`src/hdl/sfr_fifo.sv`:
```
module sfr_fifo #(
  parameter int WIDTH = 1,
  parameter int DEPTH = 4
) (
  input  logic                         clk,
  input  logic                         rst,
  input  logic                         wr_en,
  input  logic [WIDTH-1:0]             wr_data,
  input  logic                         rd_en,
  output logic [WIDTH-1:0]             rd_data,
  output logic [$clog2(DEPTH+1)-1:0]   count,
  output logic                         full,
  output logic                         empty
);
  localparam int PTR_W = (DEPTH > 1) ? $clog2(DEPTH) : 1;
  localparam int CNT_W = $clog2(DEPTH + 1);

  logic [WIDTH-1:0] slots [DEPTH];
  logic [PTR_W-1:0] wr_ptr;
  logic [PTR_W-1:0] rd_ptr;

  assign full    = (count == CNT_W'(DEPTH));
  assign empty   = (count == '0);
  assign rd_data = slots[rd_ptr];

  always_ff @(posedge clk) begin
    if (wr_en) begin
      slots[wr_ptr] <= wr_data;
    end
  end

  always_ff @(posedge clk) begin
    if (rst) begin
      wr_ptr <= '0;
      rd_ptr <= '0;
      count  <= '0;
    end else begin
      if (wr_en) begin
        wr_ptr <= (wr_ptr == PTR_W'(DEPTH - 1)) ? '0 : wr_ptr + 1'b1;
      end
      if (rd_en) begin
        rd_ptr <= (rd_ptr == PTR_W'(DEPTH - 1)) ? '0 : rd_ptr + 1'b1;
      end
      if (wr_en && !rd_en) begin
        count <= count + 1'b1;
      end else if (rd_en && !wr_en) begin
        count <= count - 1'b1;
      end
    end
  end

endmodule

```
`config.mk`:
```
export PLATFORM = sky130hd
export DESIGN_NAME = sfr_fifo
export DESIGN_NICKNAME = d
export VERILOG_FILES = /design/src/hdl/sfr_fifo.sv
export SDC_FILE = /design/constraint.sdc
export NUM_CORES = 1
export LEC_CHECK = 0
export BUFFER_PORTS_ARGS = -buffer_cell sky130_fd_sc_hd__buf_2
export CORE_MARGIN = 2
export CORE_UTILIZATION = 25
export DETAILED_ROUTE_END_ITERATION = 16
export REMOVE_ABC_BUFFERS = 1
export SLEW_MARGIN = 20
export SYNTH_ARGS = -nofsm -noshare
export SYNTH_HDL_FRONTEND = slang
export SYNTH_SLANG_ARGS = --single-unit
export TNS_END_PERCENT = 30
```
`constraint.sdc`:
```
create_clock -name clk -period 1.3 [get_ports clk]
set_input_delay 0.065 -clock clk [delete_from_list [all_inputs] [get_ports clk]]
set_output_delay 0.065 -clock clk [all_outputs]
set_load 0.02 [all_outputs]
```
==> metrics.txt <==
crit-path leading delay family=adder cells; CP max stage cell=fa_2; min-delay src=rst; Die H=52.30 µm; initial drt markers=1; Global Route Usage Sum=8.098%; Cell Area, Placed=705.7 µm²; CTS root buf=clkbuf_4; failing checks=setup timing; Crit path buffers/inverters=0; count of cell instances traversed by the critical path=4; Synthesis Warnings=0; global-route wire length before repair=between 1000 and 1500 µm; Starting Density=26.36%; CTS tree=yes; Worst Reg2Reg Path Length in Cells=4; Rows=17; DIE AREA=0.002735 mm²; drt wl/cell=8.784 µm; Final Hold Vio Count=0; Leak=approximately 0.34 nW; Overflow after GRT=0; fin area=747.0 µm²; Yosys cell types=15; largest net degree at the start of global routing=8; f_max=754.4 MHz; final setup margin=-0.02558 ns; DRC violations left=0; Max stage delay on crit path=0.36 ns; crit-path cells=fa_2 > xor2_1 > or3_1 > a21oi_1; critical path data required time=~1.5 ns; sequential fraction of the synthesis area=51.50%; Worst EP arrival=1.54 ns; critical path endpoint category=flop; reg-to-reg startpoint=count[1]; crit path kind=flop to flop; worst hold path depth=2; final setup vio count=2; Area Growth Syn to Fin=28.11%; clk_skew=between 0.007 and 0.008 ns; final net count=82; Detail Route Antenna Nets=0; MaxCap Viol Count=0; hold_ws=0.05025 ns; Worst Max-Slew Pin Slew=0.1416 ns; R2R Setup Slk=-0.03 ns; Worst-Skew Late Latency=0.28 ns; total CTS buffers=3; number of diodes=0; crit path max fanout=2; status=complete, but fails checks; CP Launch Type=flop; Pwr Density=1296 mW/mm²; sequential cell area=302.8 µm²; Multi-input gate area=270.3 µm²; Post-Syn Area per Cell=around 12 µm²; crit path launch=count[1]; clk buf depth=2; final wirelength=around 850 µm; Reg-to-Reg End=count[2]; final period utilization=102.0%; DR pass1 iterations=2; Hold Path Class=primary input to flop; post-route minimum period=1.326 ns; Reg clk slew, reported paths=0.08 ns; drt via density=4.041; RSZ-0062 raised after global routing=true; relative slew slack=90.29%; share of post-route cells with drive strength above 1=between 30% and 40%; final HPWL from detailed placement=670.9 µm; via count=392; worst IR drop on VDD=between 0.0006 and 0.0007 V; FILL cells=roughly 230; port bufs=10; Sink Count=13; Hold Path End=count[2]; vias in the first global route=384; Mapped Area=583.1 µm²; initial antenna violation count=0; setup_tns=-0.03943 ns; FF+latch count, synth=13; H-tree level count=1; GP Congestion=roughly 0.69; Gate Count Post-Synth=approximately 50; die width=52.30 µm; num ports=11; Core ar.=0.002212 mm²; Slew Viols, Final=0
## cell families after synthesis
| kind of cell | count (synthesis) | synth area share [%] |
|---|---|---|
| flip-flops | 13 | 51.50 |
| AO/OA/AOI/OAI | 3 | 2.574 |
| multiplexers | 5 | 10.73 |
| XOR/XNOR | 2 | 3.005 |
| adder cells (fa/ha/maj) | 7 | 16.31 |
| buffers and inverters | 4 | 2.574 |
| AND/OR/NAND/NOR | 15 | 13.30 |
## synth_stat cells, drive strengths merged
| library cell | n | area [µm²] |
|---|---|---|
| a21oi | 2 | 10.01 |
| and2 | 4 | 25.02 |
| dfxtp | 9 | 180.2 |
| edfxtp | 4 | 120.1 |
| fa | 1 | 20.02 |
| ha | 6 | 75.07 |
| inv | 4 | 15.01 |
| mux2i | 4 | 40.04 |
| mux4 | 1 | 22.52 |
| nor2 | 7 | 26.28 |
| nor3 | 1 | 5.000 |
| nor3b | 2 | 15.01 |
| o21ai | 1 | 5.000 |
| or3 | 1 | 6.260 |
| xor2 | 2 | 17.52 |
## worst reg2reg max path: stages (launching register included)
cell and delay, ns:
dfxtp_2 0.33, fa_2 0.36, xor2_1 0.15, or3_1 0.30, a21oi_1 0.12
## cell usage in the layout, fill, tap and decap left out, types with 2 or more instances in the layout
cell,n
nor2_1,7
dfxtp_2,2
edfxtp_1,4
buf_2,10
mux2i_1,4
inv_1,4
a21oi_1,2
xor2_1,2
nor3b_1,2
clkbuf_4,3
and2_1,4
ha_1,6
dfxtp_1,7
buf_4,5
## worst max-delay path by stage
stage                     endpoint
final                     count[2]
after global routing      count[2]
after CTS                 count[2]
after detailed placement  count[2]
after global placement    count[2]
after floorplan           count[2]
## metal layers
metal	vias to the layer above	part of all wire [%]	track usage [%]
li1	203	-	-
met1	180	43	7.487
met2	5	50	13.13
met3	4	3.1	3.429
met4	0	3.6	7.692
met5	-	0	0
## power by group
part	switching [W]	internal (W)	leakage, nW	total (W)
Clock	0.000125	0.000119	0.0150	0.000244
Combinational	0.000129	0.000112	0.216	0.000241
Sequential	0.0000254	0.000458	0.112	0.000483
## metrics by stage
stage	power [W]	worst slack [ns]	utilization, %	std cells
final	0.0009684	-0.02558	33.77	97
after floorplan	0.0006385	-0.1872	-	49
after detailed placement	0.0007314	-0.2087	31.90	92
after global routing	0.001035	-0.07287	33.77	97
after global placement	0.0007223	-0.1942	31.90	92
after CTS	0.0009805	-0.02868	33.31	96
## cell type report
cell class	instances	share of cell area (%)
sequential	13	40.54
multi-input combinational	32	36.18
timing repair buffer	16	13.07
tap	28	4.690
clock buffer	4	3.518
inverter	4	2.010
## what timing repair did
item,4_1_cts,5_1_grt
pin swaps,2,0
endpoints found under the setup margin,2,2
setup buffers,0,0
hold buffers,0,1
endpoints found under the hold margin,0,4
gates resized for setup,3,0
(Power assumes the default switching activity.)
