**src/hdl/sfr_pkg.sv**
```systemverilog
package sfr_pkg;

  // field widths
  localparam int SAMPLE_W = 24;
  localparam int BIN_W    = 10;
  localparam int GAIN_W   = 16;
  localparam int TAB_W    = 17;
  localparam int SUM_W    = 30;

  // default configuration of the block
  localparam int DEF_WINDOW_SIZE = 1024;
  localparam int DEF_CHANNELS    = 2;
  localparam int DEF_OVERLAP     = 4;

  // queue depths
  localparam int QUEUE_DEPTH = 4;
  localparam int OUT_DEPTH   = 8;

  // reciprocal shift for bin mod overlap
  localparam int Q_SHIFT = 16;

  // Q28 angle constants for the rotation table
  localparam longint Q28_PI  = 64'sd843314857;
  localparam longint Q28_ONE = 64'sd268435456;

  // taylor series: term count and per-term divisors (2n-1)*2n and 2n*(2n+1)
  localparam int     TAYLOR_TERMS = 14;
  localparam longint COS_DIV [TAYLOR_TERMS] =
    '{2, 12, 30, 56, 90, 132, 182, 240, 306, 380, 462, 552, 650, 756};
  localparam longint SIN_DIV [TAYLOR_TERMS] =
    '{6, 20, 42, 72, 110, 156, 210, 272, 342, 420, 506, 600, 702, 812};

  localparam logic signed [SAMPLE_W-1:0] S24_MAX = 24'sh7FFFFF;
  localparam logic signed [SAMPLE_W-1:0] S24_MIN = 24'sh800000;

  typedef struct packed {
    logic                       channel;
    logic [BIN_W-1:0]           bin_index;
    logic signed [SAMPLE_W-1:0] real_in;
    logic signed [SAMPLE_W-1:0] imag_in;
  } item_t;

  typedef struct packed {
    logic signed [SAMPLE_W-1:0] real_out;
    logic signed [SAMPLE_W-1:0] imag_out;
    logic                       saturated;
  } result_t;

  // classified request between front and back
  typedef struct packed {
    item_t            item;
    logic             ev;    // channel and bin inside the store
    logic [BIN_W-1:0] quot;  // bin_index / overlap
  } qent_t;

  function automatic longint q28_to_q15(input longint v);
    if (v >= 0) begin
      return (v + 64'sd4096) / 64'sd8192;
    end
    return -((-v + 64'sd4096) / 64'sd8192);
  endfunction

  // cos or sin of (x + pi) in Q1.15, x in Q28 with |x| <= pi, by taylor series
  function automatic longint trig_q15(input longint x, input logic want_sin);
    longint x2;
    longint ts;
    longint tc;
    longint ss;
    longint sc;
    x2 = (x * x) / Q28_ONE;
    ts = x;
    tc = Q28_ONE;
    ss = x;
    sc = Q28_ONE;
    for (int n = 0; n < TAYLOR_TERMS; n++) begin
      tc = -((tc * x2) / Q28_ONE) / COS_DIV[n];
      ts = -((ts * x2) / Q28_ONE) / SIN_DIV[n];
      sc += tc;
      ss += ts;
    end
    return want_sin ? q28_to_q15(-ss) : q28_to_q15(-sc);
  endfunction

  // clip flag on top, clipped value below
  function automatic logic [SAMPLE_W:0] sat_s24(input logic signed [SUM_W-1:0] v);
    if (v > SUM_W'(S24_MAX)) begin
      return {1'b1, S24_MAX};
    end
    if (v < SUM_W'(S24_MIN)) begin
      return {1'b1, S24_MIN};
    end
    return {1'b0, v[SAMPLE_W-1:0]};
  endfunction

endpackage

```
**src/hdl/sfr_front.sv**
```systemverilog
module sfr_front #(
  parameter int WINDOW_SIZE = sfr_pkg::DEF_WINDOW_SIZE,
  parameter int CHANNELS    = sfr_pkg::DEF_CHANNELS,
  parameter int OVERLAP     = sfr_pkg::DEF_OVERLAP
) (
  input  logic           clk,
  input  logic           rst,
  input  logic           push,
  output logic           full,
  input  sfr_pkg::item_t item,
  input  logic           busy,
  input  logic           q_full,
  output logic           q_push,
  output sfr_pkg::qent_t q_data
);
  import sfr_pkg::*;

  localparam int BINS    = WINDOW_SIZE / 2 + 1;
  localparam int RECIP_W = Q_SHIFT + 1;
  localparam int PROD_W  = BIN_W + RECIP_W;
  localparam logic [RECIP_W-1:0] RECIP = RECIP_W'((2 ** Q_SHIFT + OVERLAP - 1) / OVERLAP);

  logic              hold_v;
  qent_t             hold;
  logic              accept;
  logic              ch_ok;
  logic              bin_ok;
  logic [PROD_W-1:0] prod;

  // exact quotient for every 10-bit bin
  assign prod   = PROD_W'(item.bin_index) * PROD_W'(RECIP);
  assign ch_ok  = (32'(item.channel) < 32'(CHANNELS));
  assign bin_ok = (32'(item.bin_index) < 32'(BINS));

  assign q_push = hold_v && !q_full;
  assign full   = busy || (hold_v && q_full);
  assign accept = push && !full;
  assign q_data = hold;

  always_ff @(posedge clk) begin
    if (rst) begin
      hold_v <= 1'b0;
    end else if (accept) begin
      hold_v <= 1'b1;
    end else if (q_push) begin
      hold_v <= 1'b0;
    end
  end

  always_ff @(posedge clk) begin
    if (accept) begin
      hold.item <= item;
      hold.ev   <= ch_ok && bin_ok;
      hold.quot <= prod[Q_SHIFT +: BIN_W];
    end
  end

endmodule

```
**config.mk**
```make
export PLATFORM = sky130hd
export DESIGN_NAME = sfr_front
export DESIGN_NICKNAME = d
export VERILOG_FILES = /design/src/hdl/sfr_pkg.sv /design/src/hdl/sfr_front.sv
export SDC_FILE = /design/constraint.sdc
export NUM_CORES = 1
export LEC_CHECK = 0
export ABC_CLOCK_PERIOD_IN_PS = 4700
export BUFFER_PORTS_ARGS = -buffer_cell sky130_fd_sc_hd__buf_2
export CAP_MARGIN = 40
export CORE_MARGIN = 5
export CORE_UTILIZATION = 40
export CTS_CLUSTER_SIZE = 14
export DETAILED_ROUTE_END_ITERATION = 6
export GPL_TIMING_DRIVEN = 0
export PLACE_DENSITY = 0.77
export SLEW_MARGIN = 20
export SYNTH_ARGS = -nofsm -noshare
export SYNTH_HDL_FRONTEND = slang
export SYNTH_SLANG_ARGS = --single-unit
```
**constraint.sdc**
```tcl
create_clock -name clk -period 4.7 [get_ports clk]
set_input_delay 0.235 -clock clk [delete_from_list [all_inputs] [get_ports clk]]
set_output_delay 0.235 -clock clk [all_outputs]
set_load 0.01 [all_outputs]
```
==> results.yml, run 1 <==
layout:
  final_common_cell: "buf_2"
  final_cell_mix: "buf_2 (133), edfxtp_1 (60), buf_4 (10), clkbuf_8 (9)"
  fin_nets: 293
  final_util: 0.621
  antennaDiodeCount: 0
  layoutNonFillerInstCount: 300
  drive_above_1_share: 0.691
  area_growth_syn_to_layout_pct: 49.7
clock_network:
  ctsResizeCount: 0
  clock_latency_ns: 0.31
  clkSinkCount: 61
  post_cts_buffers: 0
  cts_root_buf: "clkbuf_8"
  clockBufferDepth: 2
  cts_tree: "yes"
  h-tree-depth: 3
  hold_buffers: 0
  clk_pin_slew_worst_paths_ns: 0.06
  cts_inserted_buffers: 9
critical_path:
  worstPathMaxFanout: 29
  start_kind: "register"
  critPathArrivalTime_ns: 1.25
  path_delay_family: "flip-flops"
  crit_required_ns: 4.71
  path_buf_inv: 1
  max_stage_delay_ns: 0.33
  cp_cell_sequence: "a21o_1 -> nor2_4 -> buf_12"
  endpoint_kind: "register"
  slowest_stage: "dfxtp_1"
  reg2reg_from: "hold_v"
  crit_start: "hold_v"
  path_class: "register to register"
sta:
  worst_clock_skew_ns: 0.00315
  whs_ns: 0.0874
  layout_min_cycle_time_ns: 1.24
  post-route-period-util: 0.264
  rsz0062_at_grt: "false"
  max_freq_mhz: 807
  fin_setup_tns_ns: 0
  setup_viol: 0
  maxSlewViolCount: 0
  finalHoldViolCount: 0
synth:
  synth-edff-count: 60
  synth_top_area_share: 0.914
  netlist_area_mm2: 0.00197
  synth_common_cells: "edfxtp_1 (60), buf_4 (10)"
  synthArstFlopShare: 0
  synthTopCellsByArea: "edfxtp_1 (91%), buf_4 (3.8%), dfxtp_1 (1.0%)"
  syn_inst: 82
  yosysSeqAreaShare: 0.924
  ys.flop_type: "edfxtp_1"
  yosys_warnings: 0
  synth_cell_types: 14
  avgSynthCellArea_um2: 24.0
  synth_top_area_cell: "edfxtp_1"
  synth.most_common_cell: "edfxtp_1"
  ys_seq_elements: 61
grt:
  grt_max_degree: 30
  antenna_found_initial: 0
  grt_overflow: 0
  track_usage: 0.150
  grt_pass1_wl_um: 6760
  grt_pass1_vias: 1319
die:
  ios: 136
  fp.dieArea_mm2: 0.00643
  num_rows: 25
  die_h_um: 80.2
  die_w_um: 80.2
  core_area_mm2: 0.00475
  start_util: 0.414
pwr:
  peakVddDrop_mv: 0.195
  p_leak_nw: 1.29
  p_per_area_mw_per_mm2: 386
flow_run:
  cap_violations: 0
routing:
  firstDrtPassIters: 4
  ant_nets: 0
  drtIter0Drc: 80
  via_per_inst: 4.29
  num_vias: 1287
  wl_per_cell_um: 15.8
  drc_errors: 0
  wirelength_um: 4750
placement:
  dp.cells: 285
  dp_hpwl_um: 3780
  place.gp.congestion: 0.691
  numPortBuffers: 133
status:
  outcome: "complete, no violations"
hold_path:
  hp-start: "rst"
  hold_class: "input port to register"
## final timing paths
check                    end  slack (ns)  cells after the start
setup reg to reg  q_data[44]        3.46                      3
hold / removal        hold_v        0.09                      2
setup / recovery  q_data[44]        3.46                      3
hold reg to reg       hold_v        0.51                      2
## cell families (layout without fill, tap and decap cells)
kind of cell / Yosys count / in the layout / synth area share
simple gates: 6 / 6 / 0.0190
flops: 61 / 61 / 0.924
other cells: 1 / 2 / 0.00190
compound gates: 3 / 3 / 0.0146
buf+inv: 11 / 161 / 0.0400
## power by group
group	internal (mW)	switching (mW)	total, mW
Combinational	0.0439	0.0461	0.0900
Clock	0.236	0.181	0.417
Sequential	0.626	0.00589	0.632
Total	0.906	0.233	1.14
## flip-flops by register name (all words and copies together) (netlist names)
signal  count
hold_v      1
q_data     60
## layout make-up
| type | instances | area (µm²) |
|---|---|---|
| fillers | 383 | 1800 |
| repair buffers | 135 | 706 |
| multi-input cells | 11 | 81.3 |
| clock inverters | 6 | 55.1 |
| clock buffers | 9 | 124 |
| inverters | 1 | 3.75 |
| well taps | 67 | 83.8 |
| flip-flops and latches | 61 | 1820 |
| plain buffers | 10 | 75.1 |
## stage by stage
step | power [mW] | setup WS [ns] | instance area, µm²
5_1_grt | 1.19 | 3.40 | 2950
4_1_cts | 1.16 | 3.44 | 2950
3_3_place_gp | 0.727 | 0.338 | 2720
3_5_place_dp | 0.735 | 3.36 | 2770
6_report | 1.14 | 3.46 | 2950
2_1_floorplan | 0.676 | 1.21 | 1970
## worst reg2reg max path: cells and delay by family, from the launching register on
| family | cells | cell delay (ns) |
|---|---|---|
| flops | 1 | 0.33 |
| compound gates | 1 | 0.19 |
| simple gates | 1 | 0.19 |
| buf+inv | 1 | 0.22 |
## routing by layer
metal,vias to the layer above,part of all wire,GRT usage
li1,599,-,-
met1,596,0.34,0.147
met2,86,0.53,0.264
met3,6,0.12,0.0762
met4,0,0.011,0.0659
met5,-,0,0
Power figures use the tool's default switching activity.
==> run 2, diff against run 1 <==
--- a/config.mk
+++ b/config.mk
@@ -5,15 +5,15 @@
 export SDC_FILE = /design/constraint.sdc
 export NUM_CORES = 1
 export LEC_CHECK = 0
-export ABC_CLOCK_PERIOD_IN_PS = 4700
+export ABC_CLOCK_PERIOD_IN_PS = 1100
 export BUFFER_PORTS_ARGS = -buffer_cell sky130_fd_sc_hd__buf_2
 export CAP_MARGIN = 40
 export CORE_MARGIN = 5
-export CORE_UTILIZATION = 40
+export CORE_UTILIZATION = 36
 export CTS_CLUSTER_SIZE = 14
 export DETAILED_ROUTE_END_ITERATION = 6
 export GPL_TIMING_DRIVEN = 0
-export PLACE_DENSITY = 0.77
+export PLACE_DENSITY = 0.73
 export SLEW_MARGIN = 20
 export SYNTH_ARGS = -nofsm -noshare
 export SYNTH_HDL_FRONTEND = slang
==> constraint.sdc (replaced) <==
create_clock -name clk -period 1.1 [get_ports clk]
set_input_delay 0.055 -clock clk [delete_from_list [all_inputs] [get_ports clk]]
set_output_delay 0.055 -clock clk [all_outputs]
set_load 0.01 [all_outputs]
==> results.yml, run 2 (synthesized netlist as in run 1, its figures left out) <==
die:
  die_h_um: 84.0
  core_area_mm2: 0.00541
  die_w_um: 84.0
  fp.dieArea_mm2: 0.00705
  num_rows: 27
  start_util: 0.365
  ios: 136
grt:
  grt_pass1_vias: 1772
  grt_overflow: 0
  track_usage: 0.166
  grt_max_degree: 20
  grt_pass1_wl_um: 8850
  antenna_found_initial: 0
sta:
  setup_viol: 60
  layout_min_cycle_time_ns: 1.22
  rsz0062_at_grt: "true"
  maxSlewViolCount: 0
  post-route-period-util: 1.11
  setup_slack_ns: -0.118
  finalHoldViolCount: 0
  worst_clock_skew_ns: 0.0109
  fin_setup_tns_ns: -6.16
  max_freq_mhz: 821
placement:
  numPortBuffers: 133
  place.gp.congestion: 0.647
layout:
  final_common_cell: "buf_2"
  antennaDiodeCount: 0
  final_cell_mix: "buf_2 (133), dlygate4sd3_1 (61), edfxtp_1 (60), buf_4 (11), clkbuf_8 (9)"
  multi_input_area_um2: 81.3
  final_util: 0.678
  fillers: 377
  area_growth_syn_to_layout_pct: 86.0
  drive_above_1_share: 0.560
  largest_reg_flops: 60
  seqCellArea_mm2: 0.00182
  fin_nets: 359
pwr:
  p_per_area_mw_per_mm2: 1360
  p_leak_nw: 1.58
  peakVddDrop_mv: 0.765
critical_path:
  max_stage_delay_ns: 0.32
  crit_required_ns: 1.13
  start_kind: "register"
  worstPathMaxFanout: 14
  endpoint_kind: "register"
  cp_cell_sequence: "a21o_1 -> nor2_4 -> buf_12 -> buf_16"
  slowest_stage: "dfxtp_2"
  worstRegToRegCells: 4
  path_class: "register to register"
  critPathArrivalTime_ns: 1.25
routing:
  num_vias: 1562
  drtIter0Drc: 35
  wirelength_um: 5550
  firstDrtPassIters: 4
  drc_errors: 0
  via_per_inst: 4.20
  ant_nets: 0
  wl_per_cell_um: 14.9
clock_network:
  clock_latency_ns: 0.33
  clkSinkCount: 61
  clockBufferDepth: 2
  cts_root_buf: "clkbuf_8"
  cts_tree: "yes"
  h-tree-depth: 3
  clk_pin_slew_worst_paths_ns: 0.06
  cts_inserted_buffers: 9
hold_path:
  holdPathStages: 3
  hold_class: "input port to register"
status:
  violations: "negative setup slack"
  outcome: "finished, violations left"
flow_run:
  cap_violations: 0
-- run 2: cell types whose count changed in the layout (fill, tap and decap cells not counted), moves of 2 or more --
cell,previous run,this run
clkbuf_1,0,2
dlygate4sd3_1,0,61
clkinv_4,0,2
clkinv_1,2,0
buf_16,0,2
-- run 2: power by group --
part,total (mW),internal [mW],leakage [nW],switching (mW)
combinational,0.610,0.370,0.931,0.240
sequential,2.70,2.67,0.570,0.0287
clock,1.67,0.821,0.0795,0.848
-- run 2: critical path: cells and delay by family (launching register included) --
kind	cells	cell delay, ns
AND/OR/NAND/NOR	1	0.13
buffers and inverters	2	0.29
AO/OA/AOI/OAI	1	0.18
flip-flops	1	0.32
-- run 2: worst paths after layout --
path | endpoint | from | slack [ns]
hold reg to reg | hold_v | hold_v | 0.46
hold / removal | hold_v | push | 0.01
setup reg to reg | q_data[66] | hold_v | -0.12
setup / recovery | q_data[66] | hold_v | -0.12
-- run 2: timing repair --
| item | 4_1_cts | 5_1_grt |
|---|---|---|
| resized for setup | 2 | 3 |
| hold endpoints to repair | 61 | 1 |
| setup endpoints to repair | 60 | 60 |
| hold buffers | 60 | 1 |
| gates cloned | 1 | 1 |
| buffers inserted | 3 | 1 |
| pin swaps | 1 | 1 |
-- run 2: layout make-up --
class | count | area share
clock inverter | 5 | 0.0102
sequential | 61 | 0.497
timing repair buffer | 201 | 0.388
multi-input combinational | 11 | 0.0222
buffer | 10 | 0.0205
inverter | 1 | 0.00102
clock buffer | 11 | 0.0358
tap | 72 | 0.0246
-- run 2: metal layers --
metal / track usage / vias up / wire length (µm)
met4: 0.0746 / 0 / 63
met1: 0.183 / 729 / 2040
li1: - / 734 / -
met3: 0.0711 / 7 / 609
met2: 0.278 / 92 / 2840
met5: 0 / - / 0
-- run 2: stage by stage --
step	cells	power, mW	hold slack [ns]	setup WS (ns)	instance area, µm²
after floorplan	83	2.89	0.124	-0.723	1980
after global placement	288	3.11	0.212	-0.988	2740
after detailed placement	290	3.14	0.225	-0.406	2790
after CTS	370	4.99	-0.0185	-0.126	3640
after global routing	372	5.22	0.0166	-0.149	3670
final	372	4.98	0.0124	-0.118	3670
==> run 3, diff against run 2 <==
--- a/config.mk
+++ b/config.mk
@@ -14,6 +14,7 @@
 export DETAILED_ROUTE_END_ITERATION = 6
 export GPL_TIMING_DRIVEN = 0
 export PLACE_DENSITY = 0.73
+export SKIP_CTS_REPAIR_TIMING = 1
 export SLEW_MARGIN = 20
 export SYNTH_ARGS = -nofsm -noshare
 export SYNTH_HDL_FRONTEND = slang
==> results.yml, run 3 (synthesized netlist as in run 1, its figures left out) <==
grt:
  grt_max_degree: 28
  antenna_found_initial: 0
  grt_pass1_vias: 1429
  track_usage: 0.126
  grt_pass1_wl_um: 6770
  grt_overflow: 0
placement:
  place.gp.congestion: 0.647
  numPortBuffers: 133
  dp_slack_ns: -0.406
pwr:
  p_leak_nw: 1.57
  p_per_area_mw_per_mm2: 1370
  peakVddDrop_mv: 1.08
die:
  num_rows: 27
  die_w_um: 84.0
  start_util: 0.365
  die_h_um: 84.0
  fp.dieArea_mm2: 0.00705
  core_area_mm2: 0.00541
  ios: 136
flow_run:
  cap_violations: 0
sta:
  maxSlewViolCount: 0
  max_freq_mhz: 803
  finalHoldViolCount: 0
  worst_clock_skew_ns: 0.00866
  layout_min_cycle_time_ns: 1.24
  rsz0062_at_grt: "true"
  post-route-period-util: 1.13
  setup_slack_ns: -0.145
  setup_viol: 60
critical_path:
  path_delay_family: "flip-flops"
  start_kind: "register"
  slowest_stage: "dfxtp_2"
  cp_cell_sequence: "a21o_1 -> nor2_4 -> buf_12 -> buf_6"
  critPathArrivalTime_ns: 1.28
  crit_required_ns: 1.14
  path_class: "register to register"
  worstPathMaxFanout: 13
  path_buf_inv: 2
  endpoint_kind: "register"
  max_stage_delay_ns: 0.32
layout:
  largest_reg_flops: 60
  antennaDiodeCount: 0
  final_common_cell: "buf_2"
  final_cell_mix: "buf_2 (133), dlygate4sd3_1 (60), edfxtp_1 (60), buf_4 (12), clkbuf_8 (9)"
  fin_nets: 359
  area_growth_syn_to_layout_pct: 84.8
  drive_above_1_share: 0.567
  final_util: 0.674
clock_network:
  cts_inserted_buffers: 9
  clkSinkCount: 61
  cts_tree: "yes"
  h-tree-depth: 3
  clock_latency_ns: 0.32
  cts_root_buf: "clkbuf_8"
  clockBufferDepth: 2
  clk_pin_slew_worst_paths_ns: 0.07
hold_path:
  hold_class: "input port to register"
status:
  outcome: "finished, violations left"
  violations: "negative setup slack"
routing:
  num_vias: 1574
  drc_errors: 0
  drtIter0Drc: 44
  firstDrtPassIters: 4
  via_per_inst: 4.23
  wirelength_um: 5740
  ant_nets: 0
  wl_per_cell_um: 15.4
## run 3: cell count changes in the layout (fill, tap and decap cells not counted)
cell / change
nor2b_4: +1
dlygate4sd3_1: -1
buf_8: +1
buf_6: +2
nor2b_1: -1
buf_4: +1
buf_16: -1
buf_12: -2
## run 3: final timing paths
kind | startpoint | to | slack, ns | cells after the start
setup / recovery | hold_v | q_data[41] | -0.14 | 4
hold / removal | push | hold_v | 0.03 | 3
setup reg to reg | hold_v | q_data[41] | -0.14 | 4
hold reg to reg | hold_v | hold_v | 0.64 | 3
## run 3: final cells by class
| type | instances | area [µm²] |
|---|---|---|
| Buffer | 10 | 75.1 |
| Inverter | 1 | 3.75 |
| Timing Repair Buffer | 201 | 1390 |
| Multi-Input combinational cell | 11 | 88.8 |
| Clock inverter | 5 | 37.5 |
| Tap cell | 72 | 90.1 |
| Sequential cell | 61 | 1820 |
| Clock buffer | 11 | 131 |
| Fill cell | 384 | 1760 |
## run 3: worst min-delay path, stage by stage
cell      delay, ns
buf_2          0.11
nand2b_1       0.07
a21oi_1        0.07
## run 3: through the flow
stage | setup TNS [ns] | std cells | hold WS, ns | total power, mW | instance area, µm²
2_1_floorplan | -43.39 | 83 | 0.124 | 2.89 | 1980
4_1_cts | -20.99 | 306 | -0.124 | 4.79 | 2960
5_1_grt | -10.42 | 372 | 0.00838 | 5.20 | 3640
3_3_place_gp | -59.16 | 288 | 0.212 | 3.11 | 2740
3_5_place_dp | -20.98 | 290 | 0.225 | 3.14 | 2790
6_report | -7.82 | 372 | 0.0257 | 4.97 | 3640
## run 3: layer usage
| layer | global-route usage | part of all wire |
|---|---|---|
| met5 | 0 | 0 |
| met4 | 0.0702 | 0.026 |
| met3 | 0.0750 | 0.11 |
| met2 | 0.206 | 0.51 |
| met1 | 0.125 | 0.36 |
## run 3: report_power, final
part / total, mW / switching, mW / internal (mW) / leakage (nW)
combinational: 0.600 / 0.242 / 0.358 / 0.924
clock: 1.67 / 0.849 / 0.821 / 0.0795
sequential: 2.70 / 0.0275 / 2.67 / 0.570
total: 4.97 / 1.12 / 3.85 / 1.57
